## config.mk

```make
export PLATFORM = sky130hd
export DESIGN_NAME = glyph_atlas_shelf_packer_top
export DESIGN_NICKNAME = d
export VERILOG_FILES = /design/src/hw/rtl/gasp_pkg.sv /design/src/hw/rtl/gasp_in_reg.sv /design/src/hw/rtl/gasp_core.sv /design/src/hw/rtl/glyph_atlas_shelf_packer_top.sv
export VERILOG_INCLUDE_DIRS = /design/src /design/src/hw/rtl
export SDC_FILE = /design/constraint.sdc
export NUM_CORES = 1
export LEC_CHECK = 0
export ABC_AREA = 1
export BUFFER_PORTS_ARGS = -buffer_cell sky130_fd_sc_hd__buf_2
export CAP_MARGIN = 10
export CORE_MARGIN = 5
export CORE_UTILIZATION = 40
export DETAILED_ROUTE_END_ITERATION = 16
export PLACE_DENSITY = 0.57
export SYNTH_ARGS = -nofsm -noshare
export SYNTH_HDL_FRONTEND = slang
export SYNTH_HIERARCHICAL = 1
export SYNTH_SLANG_ARGS = --single-unit
```

## constraint.sdc

```tcl
create_clock -name clk -period 6.55 [get_ports clk]
set_input_delay 0.655 -clock clk [delete_from_list [all_inputs] [get_ports clk]]
set_output_delay 0.655 -clock clk [all_outputs]
set_load 0.01 [all_outputs]
```

## src/hw/rtl/assert_macros.svh

```systemverilog
// assertion helpers shared by the rtl
`ifndef ASSERT_MACROS_SVH
`define ASSERT_MACROS_SVH

// implication checked at every rising edge, off while reset is held
`define GASP_ASSERT(lbl, clk, rst_n, prop, msg) \
    lbl: assert property (@(posedge clk) disable iff (!rst_n) prop) else $error(msg);

// condition that must never be seen while out of reset
`define GASP_NEVER(lbl, clk, rst_n, cond, msg) \
    lbl: assert property (@(posedge clk) disable iff (!rst_n) !(cond)) else $error(msg);

`endif

```

## src/hw/rtl/gasp_pkg.sv

```systemverilog
package gasp_pkg;

    localparam int PAGE_WIDTH_DEF  = 256;
    localparam int PAGE_HEIGHT_DEF = 256;
    localparam int MAX_PAGES_DEF   = 16;

    localparam logic [7:0] ROW_HEIGHT_RST = 8'd16;

    // wide enough for page size plus two row heights and its power of two
    localparam int SZ_W = 14;

    typedef enum logic
    {
        OP_PLACE  = 1'b0,
        OP_FINISH = 1'b1
    } opcode_t;

    typedef struct packed
    {
        opcode_t     opcode;
        logic [7:0]  glyph_height;
        logic [7:0]  glyph_width;
    } item_t;

    typedef struct packed
    {
        logic [8:0]  closed_page_height;
        logic [8:0]  closed_page_width;
        logic        closed_valid;
        logic [8:0]  lower_right_y;
        logic [8:0]  lower_right_x;
        logic [7:0]  upper_left_y;
        logic [7:0]  upper_left_x;
        logic [3:0]  page_index;
    } result_t;

    // smallest power of two not below v, one for zero
    function automatic logic [SZ_W-1:0] pow2_ceil(input logic [SZ_W-1:0] v);
        logic [SZ_W-1:0] m;
        m = v - SZ_W'(1);
        m = m | (m >> 1);
        m = m | (m >> 2);
        m = m | (m >> 4);
        m = m | (m >> 8);
        if (v == '0)
        begin
            return SZ_W'(1);
        end
        return m + SZ_W'(1);
    endfunction

    // trimmed page edge: power of two capped at the page size, 9 bit field
    function automatic logic [8:0] trim_size(input logic [SZ_W-1:0] v,
                                             input logic [SZ_W-1:0] limit);
        logic [SZ_W-1:0] p;
        logic [SZ_W-1:0] r;
        p = pow2_ceil(v);
        r = (p < limit) ? p : limit;
        return r[8:0];
    endfunction

endpackage

```

## src/hw/rtl/gasp_in_reg.sv

```systemverilog
module gasp_in_reg
(
    input  logic            clk,
    input  logic            rst_n,
    input  logic            s_tvalid,
    output logic            s_tready,
    input  gasp_pkg::item_t s_item,
    input  logic            take,
    output logic            item_valid,
    output gasp_pkg::item_t item
);
    import gasp_pkg::*;

    logic  valid_reg;
    logic  valid_next;
    item_t item_reg;

    // free slot, or the held request leaves this cycle
    assign s_tready   = !valid_reg || take;
    assign valid_next = s_tready ? s_tvalid : valid_reg;

    always_ff @(posedge clk or negedge rst_n)
    begin
        if (!rst_n)
        begin
            valid_reg <= 1'b0;
        end
        else
        begin
            valid_reg <= valid_next;
        end
    end

    always_ff @(posedge clk)
    begin
        if (s_tready && s_tvalid)
        begin
            item_reg <= s_item;
        end
    end

    assign item_valid = valid_reg;
    assign item       = item_reg;

endmodule

```

## src/hw/rtl/gasp_core.sv

```systemverilog
module gasp_core #(
    parameter int PAGE_WIDTH  = gasp_pkg::PAGE_WIDTH_DEF,
    parameter int PAGE_HEIGHT = gasp_pkg::PAGE_HEIGHT_DEF,
    parameter int MAX_PAGES   = gasp_pkg::MAX_PAGES_DEF
)
(
    input  logic              clk,
    input  logic              rst_n,
    input  logic [7:0]        row_height,
    input  gasp_pkg::item_t   item,
    input  logic              advance,
    output gasp_pkg::result_t result
);
    import gasp_pkg::*;

    localparam int X_W  = $clog2(PAGE_WIDTH + 256);
    localparam int Y_W  = $clog2(PAGE_HEIGHT + 256);
    localparam int PG_W = (MAX_PAGES > 1) ? $clog2(MAX_PAGES) : 1;

    logic [X_W-1:0]  pen_x_reg,    pen_x_next;
    logic [Y_W-1:0]  row_y_reg,    row_y_next;
    logic [X_W-1:0]  widest_x_reg, widest_x_next;
    logic [PG_W-1:0] page_reg,     page_next;

    logic            finish;
    logic [X_W:0]    pen_sum;
    logic            wrap;
    logic [X_W-1:0]  wide_max;
    logic [Y_W:0]    row_adv;
    logic [Y_W+1:0]  row_bot;
    logic            close;
    logic [Y_W+1:0]  h_src;
    logic            page_room;
    logic [X_W-1:0]  ul_x;
    logic [Y_W-1:0]  ul_y;
    logic [X_W:0]    lr_x;
    logic [Y_W:0]    lr_y;
    logic [8:0]      trim_w;
    logic [8:0]      trim_h;

    always_comb
    begin
        finish    = (item.opcode == OP_FINISH);
        pen_sum   = {1'b0, pen_x_reg} + (X_W+1)'(item.glyph_width);
        wrap      = !finish && (pen_sum >= (X_W+1)'(PAGE_WIDTH));
        wide_max  = (pen_x_reg > widest_x_reg) ? pen_x_reg : widest_x_reg;
        row_adv   = (Y_W+1)'(row_y_reg) + (Y_W+1)'(row_height);
        row_bot   = (Y_W+2)'(row_adv) + (Y_W+2)'(row_height);
        close     = wrap && (row_bot >= (Y_W+2)'(PAGE_HEIGHT));
        // finish sizes the page as it stands, a close sizes the row just opened
        h_src     = finish ? (Y_W+2)'(row_adv) : row_bot;
        page_room = (32'(page_reg) + 32'd1) < 32'(MAX_PAGES);
        trim_w    = trim_size(SZ_W'(wide_max), SZ_W'(PAGE_WIDTH));
        trim_h    = trim_size(SZ_W'(h_src), SZ_W'(PAGE_HEIGHT));

        pen_x_next    = pen_x_reg;
        row_y_next    = row_y_reg;
        widest_x_next = widest_x_reg;
        page_next     = page_reg;

        if (finish)
        begin
            widest_x_next = wide_max;
        end
        else if (close)
        begin
            widest_x_next = wide_max;
            pen_x_next    = X_W'(item.glyph_width);
            row_y_next    = '0;
            if (page_room)
            begin
                page_next = page_reg + PG_W'(1);
            end
        end
        else if (wrap)
        begin
            widest_x_next = wide_max;
            pen_x_next    = X_W'(item.glyph_width);
            row_y_next    = row_adv[Y_W-1:0];
        end
        else
        begin
            pen_x_next = pen_sum[X_W-1:0];
        end

        ul_x = wrap ? '0 : pen_x_reg;
        ul_y = close ? '0 : (wrap ? row_adv[Y_W-1:0] : row_y_reg);
        lr_x = wrap ? (X_W+1)'(item.glyph_width) : pen_sum;
        lr_y = (Y_W+1)'(ul_y) + (Y_W+1)'(item.glyph_height);

        result            = '0;
        result.page_index = 4'(page_next);
        if (finish)
        begin
            result.closed_valid       = 1'b1;
            result.closed_page_width  = trim_w;
            result.closed_page_height = trim_h;
        end
        else
        begin
            result.upper_left_x  = ul_x[7:0];
            result.upper_left_y  = ul_y[7:0];
            result.lower_right_x = lr_x[8:0];
            result.lower_right_y = lr_y[8:0];
            if (close)
            begin
                result.closed_valid       = 1'b1;
                result.closed_page_width  = trim_w;
                result.closed_page_height = trim_h;
            end
        end
    end

    always_ff @(posedge clk or negedge rst_n)
    begin
        if (!rst_n)
        begin
            pen_x_reg    <= '0;
            row_y_reg    <= '0;
            widest_x_reg <= '0;
            page_reg     <= '0;
        end
        else if (advance)
        begin
            pen_x_reg    <= pen_x_next;
            row_y_reg    <= row_y_next;
            widest_x_reg <= widest_x_next;
            page_reg     <= page_next;
        end
    end

endmodule

```

## src/hw/rtl/glyph_atlas_shelf_packer_top.sv

```systemverilog
// channel   dir  signals                           carries
// s_*       in   tvalid tready tdata[15:0] tuser   place or finish request
// m_*       out  tvalid tready tdata[55:0] tuser   placement and closed page size
// cfg_*     in   cfg_we cfg_wdata[7:0]             row height register write
//
// one request per cycle sustained while m_* is not stalled; a request passes from s_* to m_* through
// the input register, packing logic, then the result register feeding m_*
// the packing state advances when a request moves into the result register
// rst_n clears the packing state and sets the row height to 16
// a stalled m_* holds its result while one more request is buffered at s_*
`include "assert_macros.svh"

module glyph_atlas_shelf_packer_top #(
    parameter int PAGE_WIDTH  = gasp_pkg::PAGE_WIDTH_DEF,
    parameter int PAGE_HEIGHT = gasp_pkg::PAGE_HEIGHT_DEF,
    parameter int MAX_PAGES   = gasp_pkg::MAX_PAGES_DEF
)
(
    input  logic        clk,
    input  logic        rst_n,

    input  logic        s_tvalid,
    output logic        s_tready,
    input  logic [15:0] s_tdata,   // glyph_width[7:0], glyph_height[15:8]
    input  logic        s_tuser,   // opcode: 0 place, 1 finish

    output logic        m_tvalid,
    input  logic        m_tready,
    output logic [55:0] m_tdata,   // page_index[3:0], upper_left_x[11:4],
                                   // upper_left_y[19:12], lower_right_x[28:20],
                                   // lower_right_y[37:29], closed_page_width[46:38],
                                   // closed_page_height[55:47]
    output logic        m_tuser,   // closed_valid

    input  logic        cfg_we,
    input  logic [7:0]  cfg_wdata  // row_height
);
    import gasp_pkg::*;

    logic       row_height_reg;
    logic [7:0] row_h_reg;

    item_t      s_item;
    item_t      item;
    logic       item_valid;
    logic       advance;
    result_t    result;

    result_t    out_reg;
    logic       out_valid_reg;
    logic       out_valid_next;

    // row height register, to be written only while the packer is idle; the block does not enforce this
    always_ff @(posedge clk or negedge rst_n)
    begin
        if (!rst_n)
        begin
            row_h_reg <= ROW_HEIGHT_RST;
        end
        else if (cfg_we)
        begin
            row_h_reg <= cfg_wdata;
        end
    end

    // marks a row height set since reset, used by the check below
    always_ff @(posedge clk or negedge rst_n)
    begin
        if (!rst_n)
        begin
            row_height_reg <= 1'b0;
        end
        else if (cfg_we)
        begin
            row_height_reg <= 1'b1;
        end
    end

    always_comb
    begin
        s_item              = '0;
        s_item.opcode       = opcode_t'(s_tuser);
        s_item.glyph_width  = s_tdata[7:0];
        s_item.glyph_height = s_tdata[15:8];
    end

    // a buffered request moves on when the result register is free or drains
    assign advance = item_valid && (!out_valid_reg || m_tready);

    gasp_in_reg u_in_reg
    (
        .clk        (clk),
        .rst_n      (rst_n),
        .s_tvalid   (s_tvalid),
        .s_tready   (s_tready),
        .s_item     (s_item),
        .take       (advance),
        .item_valid (item_valid),
        .item       (item)
    );

    gasp_core #(
        .PAGE_WIDTH  (PAGE_WIDTH),
        .PAGE_HEIGHT (PAGE_HEIGHT),
        .MAX_PAGES   (MAX_PAGES)
    ) u_core
    (
        .clk        (clk),
        .rst_n      (rst_n),
        .row_height (row_h_reg),
        .item       (item),
        .advance    (advance),
        .result     (result)
    );

    // result register
    assign out_valid_next = advance || (out_valid_reg && !m_tready);

    always_ff @(posedge clk or negedge rst_n)
    begin
        if (!rst_n)
        begin
            out_valid_reg <= 1'b0;
        end
        else
        begin
            out_valid_reg <= out_valid_next;
        end
    end

    always_ff @(posedge clk)
    begin
        if (advance)
        begin
            out_reg <= result;
        end
    end

    assign m_tvalid = out_valid_reg;
    assign m_tuser  = out_reg.closed_valid;
    assign m_tdata  = {out_reg.closed_page_height, out_reg.closed_page_width,
                       out_reg.lower_right_y, out_reg.lower_right_x,
                       out_reg.upper_left_y, out_reg.upper_left_x,
                       out_reg.page_index};

    // a closed page or a finish always reports its upper left corner as zero
    `GASP_ASSERT(a_closed_no_corner, clk, rst_n,
        (m_tvalid && m_tuser) |-> (out_reg.upper_left_x == 8'd0 && out_reg.upper_left_y == 8'd0),
        "closed result with nonzero upper left corner")

    // a plain placement reports no page size
    `GASP_ASSERT(a_open_no_size, clk, rst_n,
        (m_tvalid && !m_tuser) |-> (m_tdata[55:38] == 18'd0),
        "placement result with a page size")

    // input side only stalls with both registers full
    `GASP_NEVER(a_stall_cause, clk, rst_n,
        !s_tready && !(item_valid && out_valid_reg && !m_tready),
        "input stalled with room in the pipeline")

    // row height stays at its reset value until first written
    `GASP_ASSERT(a_row_h_reset, clk, rst_n,
        !row_height_reg |-> (row_h_reg == ROW_HEIGHT_RST),
        "row height changed without a write")

endmodule

```

Word-level counts from Yosys, hierarchy flattened
Cells that the tools add are included.
{ "op_classes": {"n_addsub": 10, "mul": 0, "n_div": 0, "order_cmp": 6, "n_eq_ne": 0, "shifts": 0, "muxes": 23, "bitwise": 9, "reduce_logical": 18} }
{ "ops": {"columns": ["operator", "count"], "rows": [
  ["two-way mux 9 bit", 10],
  ["two-way mux 14 bit", 4],
  ["two-way mux 19 bit", 2],
  ["< comparator 32 x 5 -> 1 bit, second input constant", 1],
  ["adder 14 x 1 -> 14 bit, second input constant", 2],
  ["< comparator 14 x 9 -> 1 bit, second input constant", 2],
  ["bitwise OR 14 x 10 -> 14 bit", 2],
  ["bitwise OR 14 x 12 -> 14 bit", 2],
  ["bitwise OR 14 x 13 -> 14 bit", 2],
  ["bitwise OR 14 x 6 -> 14 bit", 2],
  ["adder 9 x 8 -> 10 bit", 2],
  ["two-way mux 4 bit", 3],
  ["subtractor 11 x 1 -> 12 bit, second input constant", 1],
  ["adder 10 x 8 -> 11 bit", 1],
  ["greater-or-equal comparator 11 x 9 -> 1 bit, second input constant", 1],
  ["zero test 11 bit", 1],
  ["two-way mux 11 bit", 1],
  ["greater-or-equal comparator 10 x 9 -> 1 bit, second input constant", 1],
  ["subtractor 9 x 1 -> 10 bit, second input constant", 1],
  ["adder 9 x 8 -> 9 bit", 1],
  ["> comparator 9 bit", 1],
  ["zero test 9 bit", 1],
  ["two-way mux 8 bit", 1],
  ["adder 4 x 1 -> 5 bit, second input constant", 1],
  ["other kinds (9)", 20]
]} }
{ "totals": {"regBits": 115, "latch_bits": 0, "ramBits": 0, "mem_bits_ro": 0, "output_inout_bits": 59, "elab_cells": 85, "memories": 0} }

Logic depth before layout (Yosys ltp)
Gate-level depths: netlist of run 1.
{ "logic_depth": {"ltp_word": 14, "depth_mapped": 36, "depth_no_buf": 36} }

Modules after synthesis
The synthesis of run 1 kept the hierarchy.
{ "modules_own_cells": {"columns": ["mod", "instances", "cells_each", "area_each_um2", "seq_area_each_um2"], "rows": [
  ["gasp_core", 1, 818, 4867.2, 775.7],
  ["glyph_atlas_shelf_packer_top", 1, 96, 2069.5, 1938.1],
  ["gasp_in_reg", 1, 23, 555.5, 535.5]
]} }

Least setup slack after synthesis of run 1
Ideal clock, no wire load.
{ "synth_path": {"kind": "input to register", "startpoint": "input m_tready", "endpoint": "register u_in_reg.item_reg, in the netlist u_in_reg/item[0], enable pin", "arrival_ns": 4.753, "slack_ns": 1.401, "cell_stages": 4, "path_buffers": 0, "path_cell_list": "inv_1 -> a21oi_1 -> inv_1 -> a21oi_1"} }
{ "synth_via": {"elab_chain_len": 4} }
{ "synth_lines": {"columns": ["element", "line_no", "source"], "rows": [
  ["from (decl)", "glyph_atlas_shelf_packer_top.sv:28", "input logic m_tready,"],
  ["logical OR 1 bit", "glyph_atlas_shelf_packer_top.sv:88", "assign advance = item_valid && (!out_valid_reg || m_tready);"],
  ["logical AND 1 bit", "glyph_atlas_shelf_packer_top.sv:88", null],
  ["named net advance", "glyph_atlas_shelf_packer_top.sv:46", "logic advance;"],
  ["logical OR 1 bit", "gasp_in_reg.sv:19", "assign s_tready = !valid_reg || take;"],
  ["logical AND 1 bit", "gasp_in_reg.sv:36", "if (s_tready && s_tvalid)"],
  ["to (signal assigned)", "gasp_in_reg.sv:38", "item_reg <= s_item;"],
  ["to (decl)", "gasp_in_reg.sv:16", "item_t item_reg;"]
]} }
The timed path passes the listed nets, and every way through them passes these cells.
A chain may end at the register's enable or synchronous reset.

==> results of run 1 <==
-- routing by layer --
layer,track usage (%),wire length [um],vias to the layer above
li1,-,-,3264
met1,24.2,9040,2832
met2,25.2,7600,170
met3,3.39,847,23
met4,6.16,297,0
met5,0,0,-
-- power breakdown --
part	switching (uW)	total, uW	internal (uW)
combinational	1730	2590	859
clock	331	983	652
sequential	124	1140	1020
-- placed cells by master (no fill, tap or decap), drive strengths merged, types with 16 or more instances in the layout --
cell	Yosys	final
dfrtp	40	40
nor3	17	17
o21ai	71	71
buf	7	92
clkbuf	9	21
edfxtp	74	74
nand2	251	251
ha	49	49
nand3	70	70
inv	144	144
nor2	103	103
nand4	16	16
a21oi	36	36
-- kinds of logic after synthesis --
kind of cell	Yosys count	share of synthesized area, %
adders and majority gates	53	9.25
xor gates and xnor gates	15	1.75
and+or+nand+nor	467	27.8
muxes	2	0.267
DFF	115	43.4
AOI/OAI and AO/OA	123	9.02
buffers and inverters	161	8.48
other	1	0.0501
-- critical path, delay by kind of cell (launching register included) --
kind                       cells  cell delay [ns]
buffers and inverters          6             0.57
DFF                            1             0.43
adders and majority gates      5             1.72
and+or+nand+nor               16             1.89
AOI/OAI and AO/OA              2             0.50
-- area by class of cell --
class	count	area (um2)	share of cell area, %
clock buffer	21	460	5.24
tap	234	293	3.33
clock inverter	10	158	1.79
inverter	145	544	6.19
timing repair buffer	92	470	5.35
sequential	115	3250	37.0
multi-input combinational	661	3620	41.1
-- worst max path at each step --
stage,depth (start not counted),slack (ns),endpoint,from
6_report,29,1.18,m_tdata[55]$_DFFE_PP_,row_h_reg[0]$_DFFE_PN0P_
4_1_cts,29,1.14,m_tdata[55]$_DFFE_PP_,row_h_reg[0]$_DFFE_PN0P_
3_3_place_gp,29,1.19,m_tdata[55]$_DFFE_PP_,row_h_reg[0]$_DFFE_PN0P_
3_5_place_dp,29,1.16,m_tdata[55]$_DFFE_PP_,row_h_reg[0]$_DFFE_PN0P_
2_1_floorplan,4,1.40,u_in_reg/item[0]$_DFFE_PP_,m_tready
5_1_grt,29,0.51,m_tdata[55]$_DFFE_PP_,row_h_reg[0]$_DFFE_PN0P_
-- metrics by stage --
step	hold WS, ns	util [%]	total power, uW	cells
global route	0.367	47.3	5170	1278
CTS	0.325	47.3	4750	1278
global placement	0.471	44.0	3720	1247
floorplan	0.359	-	3140	937
finish	0.312	47.3	4720	1278
detailed placement	0.481	44.0	3730	1247
==> reports/results.ini, run 1 <==
[sta]
setup_slack_ns = 1.18
fmax_mhz = 186
hold_viol_final = 0
finalMaxSlewViolations = 0
fin_setup_tns_ns = 0
finalClockSkew_ns = 0.0117
rsz0062_at_grt = false
worst_pin_slew_ns = 0.875
layout_min_cycle_time_ns = 5.37
finalSetupViolCount = 0
fin_crit_sh_pct = 82.0
maxSlewHeadroom_pct = 41.6

[global_routing]
antenna_found_initial = 0
grt_pass1_vias = 5941
grt_use_total_pct = 16.8
grt_max_degree = 67
grt_pass1_wl_mm = 29.3
gr-total-overflow = 0

[route]
routed_wl_mm = 17.8
drtAntennaViolNets = 0
via_count = 6289
drc = 0
drtIter0Drc = 368
via_per_inst = 4.92
drt_pass1_iterations = 5
drt-wirelength-per-cell_um = 13.9

[power_and_ir_drop]
peakVddDrop_mv = 0.221
p_leak_uw = 0.00437
power.density_nw_per_um2 = 536

[worst_setup_path]
r2r-start = row_h_reg[0]$_DFFE_PN0P_
cp_slowest_cell = fa_1
path_common_cell = inv_1
rr_worst_depth = 29
cp.arrival_ns = 5.54
worstSetupStartpointType = flop
cp-end-kind = flop
r2r-end = m_tdata[55]$_DFFE_PP_
required_ns = 6.72
crit_fanout = 8
reg2reg_slack_ns = 1.18
path_class = flop to flop
cp_slowest_stage_delay_ns = 0.51

[yosys]
netlist_area_um2 = 7490
synth_cell_types = 49
synth_seq_area_share_pct = 43.4
synth_top_area_cell = edfxtp_1
ys_ff_latch = 115
synthFlopType = edfxtp_1
synthesis.nets = 1020
synthTopCellsByArea = edfxtp_1, dfrtp_1, nand2_1, ha_1, inv_1
synthTopCellsByCount = nand2_1, inv_1, nor2_1
synth_area_per_cell_um2 = 8.00
yosysTopAreaCellShare_pct = 29.7
async_flop_share_pct = 35.7
synth_edf_count = 74
syn-instance-count = 937
yosysMostFrequentCell = nand2_1
ys_warn_count = 6

[layout]
largest_register_ffs = 56
layout-drive-gt1-share_pct = 16.2
fillers = 1827
nets = 1115
area_delta_synth_final_pct = 17.4
final_area_um2 = 8790
n_antenna_cell = 0

[cts]
cts_tree = yes
cts_hold_buf = 0
clock_latency_ns = 0.42
cts_inserted_buffers = 17
cts-root-buf = clkbuf_16
htree_levels = 4
cts_resized = 0
clock-sinks = 115
clk_pin_slew_ns = 0.06
cts_buffer_depth = 2
post_cts_buffers = 0

[placement]
place.gp.congestion = 0.875
hpwl_mm = 13.1
place_ws_ns = 1.16
io_buffer_count = 88
dpl_cell_area_um2 = 8180

[job]
cap_viol_max_count = 0

[die]
pin_count = 89
die_w_um = 147
core-area_um2 = 18600
dieArea_um2 = 21600
initial_utilization_pct = 40.3
std_cell_rows = 50
fp.dieH_um = 147

[status]
outcome = complete, no violations

[worst_hold_path]
min_path_type = primary input to asynchronous set/reset pin

(Power assumes the default switching activity.)
==> run 2, diff against run 1 <==
Settings changed: PLACE_DENSITY 0.57 to 0.6.
Clock period 6.55 ns to 4.5 ns, I/O delays scaled along.
==> run 2 against run 1 <==
  * Die area unchanged
  * Final cell count grew 8.9%
  * Sequential share of layout area is 4.7 points lower
  * Clock-buffer cell count down 4
  * Fmax grew 20%
  * Hold slack got worse by 0.13 ns
  * Non-clock buffer count grew 113
  * Design area grew 14%
  * Routed wire length is 9.4% higher
  * Clock power is 52% higher
  * Highest routed layer unchanged
==> reports/results.ini, run 2 (synthesis gave the netlist of run 1 again) <==
[global_routing]
grt_util_met2_pct = 28.6  ; +3.5 points
grt_use_total_pct = 18.0  ; +1.2 points
grt_util_met3_pct = 4.19  ; +0.80 points
grt_pass1_vias = 6423  ; +8.1%
grt_pass1_wl_mm = 31.3  ; +6.7%
antenna_found_initial = 0  ; unchanged
grt-busiest-layer = met2
grtUsageMet1_pct = 24.2  ; +0.043 points
grt_max_degree = 48  ; -28%
gr-total-overflow = 0  ; unchanged

[cts]
cts_tree = yes
clock_latency_ns = 0.42  ; about the same
htree_levels = 4  ; unchanged
clk_pin_slew_ns = 0.07  ; about the same
cts-root-buf = clkbuf_16
clock-sinks = 115  ; unchanged
cts_inserted_buffers = 17  ; unchanged
cts_buffer_depth = 2  ; unchanged
cts_hold_buf = 0  ; unchanged

[sta]
rsz0062_at_grt = true
maxSlewHeadroom_pct = 28.7  ; -13 points
fmax_mhz = 224  ; +20%
worst_pin_slew_ns = 1.07  ; +0.195 ns
fin_hold_ws_ns = 0.184  ; -0.128 ns
fin_crit_sh_pct = 99.2  ; +17 points
finalSetupViolCount = 0  ; unchanged
finalMaxSlewViolations = 0  ; unchanged
hold_viol_final = 0  ; unchanged
layout_min_cycle_time_ns = 4.47  ; -0.903 ns
finalClockSkew_ns = 0.0115  ; -0.000227 ns

[layout]
largest_register_ffs = 56  ; unchanged
n_antenna_cell = 0  ; unchanged
nets = 1228  ; +10%
area_delta_synth_final_pct = 34.4
layout-drive-gt1-share_pct = 32.0  ; +16 points
final_cell_mix = nand2_1, inv_1, buf_4
final_common_cell = nand2_1

[route]
drc = 0  ; unchanged
drtAntennaViolNets = 0  ; unchanged
via_count = 6756  ; +7.4%
drt-wirelength-per-cell_um = 14.0  ; +0.46%
drtIter0Drc = 385  ; +4.6%
drt_pass1_iterations = 5  ; unchanged
via_per_inst = 4.85  ; -1.4%
routed_wl_mm = 19.5  ; +9.4%

[die]
pin_count = 89  ; unchanged
dieArea_um2 = 21600  ; unchanged
std_cell_rows = 50  ; unchanged
initial_utilization_pct = 40.3  ; unchanged
fp.dieH_um = 147  ; unchanged
die_w_um = 147  ; unchanged
core-area_um2 = 18600  ; unchanged

[worst_setup_path]
cp.arrival_ns = 4.64  ; -0.90 ns
reg2reg_slack_ns = 0.03  ; -1.15 ns
path_class = flop to flop
crit_fanout = 5  ; -3
r2r-end = m_tdata[55]$_DFFE_PP_
r2r-start = u_core/row_y_reg[0]$_DFFE_PN0P_
cp-end-kind = flop
required_ns = 4.68  ; -2.04 ns
rr_worst_depth = 29  ; unchanged
crit_start = u_core/row_y_reg[0]$_DFFE_PN0P_
cp_slowest_stage_delay_ns = 0.54  ; +0.03 ns
cp_slowest_cell = fa_2
path_common_cell = inv_2
worstSetupStartpointType = flop

[placement]
hpwl_mm = 14.3  ; +9.0%
place.gp.congestion = 0.887  ; +1.5%
io_buffer_count = 88  ; unchanged

[worst_hold_path]
min_path_type = primary input to asynchronous set/reset pin

[power_and_ir_drop]
power.density_nw_per_um2 = 808  ; +51%
power.total_uw = 8130  ; +72%
p_leak_uw = 0.00495  ; +13%
peakVddDrop_mv = 0.329  ; +49%

[status]
outcome = complete, no violations

[job]
cap_viol_max_count = 0  ; unchanged

[run 2: report_power, final]
group / leakage, uW / switching [uW] / internal, uW
registers: 0.00123 / 161 / 1480
clock network: 0.000312 / 547 / 943
logic: 0.00340 / 2920 / 2080
total: 0.00495 / 3630 / 4500
[run 2: through the flow]
stage | area [um2] | util [%] | TNS (ns) | std cells | setup slack [ns]
floorplan | 7510 | - | -0.0293 | 937 | -0.0293
global placement | 8900 | 47.9 | -0.967 | 1342 | -0.202
detailed placement | 8900 | 47.9 | -1.39 | 1342 | -0.242
CTS | 9720 | 52.3 | 0 | 1377 | 0.00666
global route | 10100 | 54.2 | -1.50 | 1392 | -0.302
finish | 10100 | 54.2 | 0 | 1392 | 0.0338
[run 2: worst max-delay path by stage]
stage          slack, ns                     to
3_3_place_gp       -0.20  m_tdata[55]$_DFFE_PP_
3_5_place_dp       -0.24  m_tdata[55]$_DFFE_PP_
4_1_cts            0.007  m_tdata[37]$_DFFE_PP_
5_1_grt            -0.30  m_tdata[37]$_DFFE_PP_
6_report            0.03  m_tdata[55]$_DFFE_PP_
2_1_floorplan      -0.03  m_tdata[55]$_DFFE_PP_
[run 2: layout make-up]
| cell class | count | area [um2] |
|---|---|---|
| fill | 1733 | 8510 |
| multi-input combinational | 661 | 4020 |
| sequential | 115 | 3250 |
| timing repair buffer | 205 | 1320 |
| inverter | 145 | 544 |
| clock buffer | 17 | 425 |
| tap | 234 | 293 |
| clock inverter | 15 | 218 |
[run 2: per-layer routing]
layer | wire length [um] | part of all wire (%) | vias to the layer above
met1 | 9250 | 47 | 3077
met3 | 910 | 4.7 | 20
met4 | 328 | 1.7 | 0
met5 | 0 | 0 | -
li1 | - | - | 3493
met2 | 8980 | 46 | 166
[run 2: what timing repair did]
item	in CTS	in global routing
resized for setup	26	61
buffers inserted	3	15
setup endpoints to repair	8	9
pin swaps	4	17
[run 2: worst max-delay path, delay by kind of cell (launching register included)]
family	cells	cell delay, ns
AOI/OAI and AO/OA	2	0.26
adders and majority gates	5	1.63
buffers and inverters	6	0.31
DFF	1	0.36
and+or+nand+nor	16	1.66
==> run 3, diff against run 2 <==
Settings changed: CORE_UTILIZATION 40 to 54, PLACE_DENSITY 0.6 to 0.77.
==> run 3 against run 2 <==
  * The run now ends with setup timing left
  * Via count increased by 4.5%
  * Clock-buffer cell count unchanged
  * Largest cell class unchanged
  * Clock skew decreased by 0.0022 ns
  * Utilization increased by 17 points
  * Die area decreased by 24%
  * Worst setup slack got worse by 0.26 ns
  * Flip-flop and latch count unchanged
==> reports/results.ini, run 3 (synthesis gave the netlist of run 1 again) <==
[sta]
fmax_mhz = 212  ; -5.4%
layout_min_cycle_time_ns = 4.72  ; +0.257 ns
maxSlewHeadroom_pct = 33.9  ; +5.2 points
rsz0062_at_grt = true
finalSetupViolCount = 8  ; +8
finalMaxSlewViolations = 0  ; unchanged
setup_slack_ns = -0.223  ; -0.257 ns
fin_crit_sh_pct = 105  ; +5.7 points
worst_pin_slew_ns = 0.992  ; -0.0777 ns
hold_viol_final = 0  ; unchanged
finalClockSkew_ns = 0.00933  ; -0.00218 ns

[worst_setup_path]
path_common_cell = nand2_2
required_ns = 4.68  ; about the same
path_class = flop to flop
cp_slowest_stage_delay_ns = 0.41  ; -0.13 ns
rr_worst_depth = 36  ; +24%
cp.arrival_ns = 4.90  ; +0.26 ns
r2r-end = m_tdata[55]$_DFFE_PP_
reg2reg_slack_ns = -0.22  ; -0.26 ns
crit_fanout = 8  ; +3
cp_slowest_cell = fa_2
cp-end-kind = flop
worstSetupStartpointType = flop
r2r-start = u_core/row_y_reg[0]$_DFFE_PN0P_

[cts]
cts_tree = yes
clk_pin_slew_ns = 0.06  ; about the same
cts_buffer_depth = 2  ; unchanged
cts_inserted_buffers = 17  ; unchanged
clock_latency_ns = 0.42  ; about the same
cts-root-buf = clkbuf_16
clock-sinks = 115  ; unchanged
cts_hold_buf = 0  ; unchanged
htree_levels = 4  ; unchanged

[power_and_ir_drop]
p_seq_share_pct = 21.2  ; +1.1 points
comb_power_share_pct = 62.4  ; +0.9 points
p_leak_uw = 0.00476  ; -3.8%
peakVddDrop_mv = 0.453  ; +38%
clock_power_share_pct = 16.4  ; -1.9 points
switching_power_uw = 3610  ; -0.56%
sw_frac_of_total_pct = 46.5  ; +1.9 points
p_int_uw = 4150  ; -7.9%
power.density_nw_per_um2 = 799  ; -1.0%

[global_routing]
grt_max_degree = 67  ; +40%
grt_use_total_pct = 22.8  ; +4.8 points
gr-total-overflow = 0  ; unchanged
grt_pass1_wl_mm = 29.8  ; -4.9%
grt_pass1_vias = 6444  ; +0.33%
antenna_found_initial = 0  ; unchanged

[status]
outcome = complete, but fails checks
violations = setup timing

[route]
drtAntennaViolNets = 0  ; unchanged
routed_wl_mm = 19.3  ; -0.86%
via_count = 7057  ; +4.5%
drc = 0  ; unchanged
drt_pass1_iterations = 6  ; +1
drt-wirelength-per-cell_um = 14.7  ; +5.4%
drtIter0Drc = 628  ; +63%
via_per_inst = 5.39  ; +11%

[layout]
final_common_cell = nand2_1
area_delta_synth_final_pct = 29.5
layout-drive-gt1-share_pct = 29.2  ; -2.7 points
n_antenna_cell = 0  ; unchanged
regArea_um2 = 3250  ; unchanged
nets = 1199  ; -2.4%
final_area_um2 = 9700  ; -3.6%
largest_register_ffs = 56  ; unchanged
final_cell_mix = nand2_1, inv_1, buf_2
multi_input_area_um2 = 4020  ; unchanged
fin_util_pct = 70.7  ; +17 points
fillers = 1023  ; -41%

[die]
core-area_um2 = 13700  ; -26%
pin_count = 89  ; unchanged
die_w_um = 128  ; -13%
dieArea_um2 = 16300  ; -24%
std_cell_rows = 43  ; -14%
initial_utilization_pct = 54.6  ; +14 points
fp.dieH_um = 128  ; -13%

[placement]
hpwl_mm = 12.9  ; -9.9%
place.gp.congestion = 0.957  ; +7.8%
place_ws_ns = -0.151  ; +0.0907 ns
dpl_cell_area_um2 = 8590  ; -3.6%
io_buffer_count = 88  ; unchanged

[worst_hold_path]
min_path_type = primary input to asynchronous set/reset pin

[job]
cap_viol_max_count = 0  ; unchanged

-- run 3: worst max-delay path by stage --
stage / from / end / slack, ns / cells after the start
floorplan: row_h_reg[0]$_DFFE_PN0P_ / m_tdata[55]$_DFFE_PP_ / -0.03 / 29
global placement: row_h_reg[4]$_DFFE_PN1P_ / m_tdata[37]$_DFFE_PP_ / -0.02 / 30
detailed placement: row_h_reg[4]$_DFFE_PN1P_ / m_tdata[37]$_DFFE_PP_ / -0.15 / 30
CTS: row_h_reg[4]$_DFFE_PN1P_ / m_tdata[37]$_DFFE_PP_ / -0.003 / 34
global route: u_core/row_y_reg[0]$_DFFE_PN0P_ / m_tdata[37]$_DFFE_PP_ / -0.43 / 36
finish: u_core/row_y_reg[0]$_DFFE_PN0P_ / m_tdata[55]$_DFFE_PP_ / -0.22 / 36
-- run 3: what timing repair did --
action	in CTS	in global routing
gates cloned	0	0
gates resized for setup	23	64
endpoints found under the setup margin	8	13
buffers inserted	4	18
pin swaps	8	51
-- run 3: critical path: cells and delay by family, from the launching register on --
kind / cells / cell delay, ns
AND/OR/NAND/NOR: 23 / 2.25
adder cells (fa/ha/maj): 4 / 1.03
buffers and inverters: 7 / 0.52
flip-flops: 1 / 0.36
AO/OA/AOI/OAI: 2 / 0.29
-- run 3: area by class of cell --
type / instances / share of cell area [%]
clock buffer: 17 / 4.38
clock inverter: 15 / 1.37
inverter: 145 / 5.66
multi-input combinational: 661 / 41.4
sequential: 115 / 33.5
tap: 180 / 2.32
timing repair buffer: 176 / 11.4
-- run 3: per-layer routing --
metal	share of wire (%)	track usage (%)	wire, um
met1	41	28.7	7900
met2	48	37.3	9240
met3	7.7	5.21	1480
met4	3.5	10.5	671
met5	0	0	0
-- run 3: power groups by stage --
stage	clock [uW]	combinational [uW]	sequential, uW
CTS	1290	4360	1640
floorplan	0	2890	1700
global placement	0	4080	1650
detailed placement	0	4180	1650
global route	1340	5410	1680
finish	1270	4840	1650
-- run 3: per-stage QoR --
step           power (uW)  hold slack (ns)  TNS (ns)  instances
6_report             7750            0.192    -0.899       1309
2_1_floorplan        4580            0.154   -0.0293        937
4_1_cts              7290            0.186  -0.00289       1291
3_5_place_dp         5830            0.474    -0.556       1255
3_3_place_gp         5730            0.468   -0.0236       1255
5_1_grt              8430            0.187     -2.58       1309
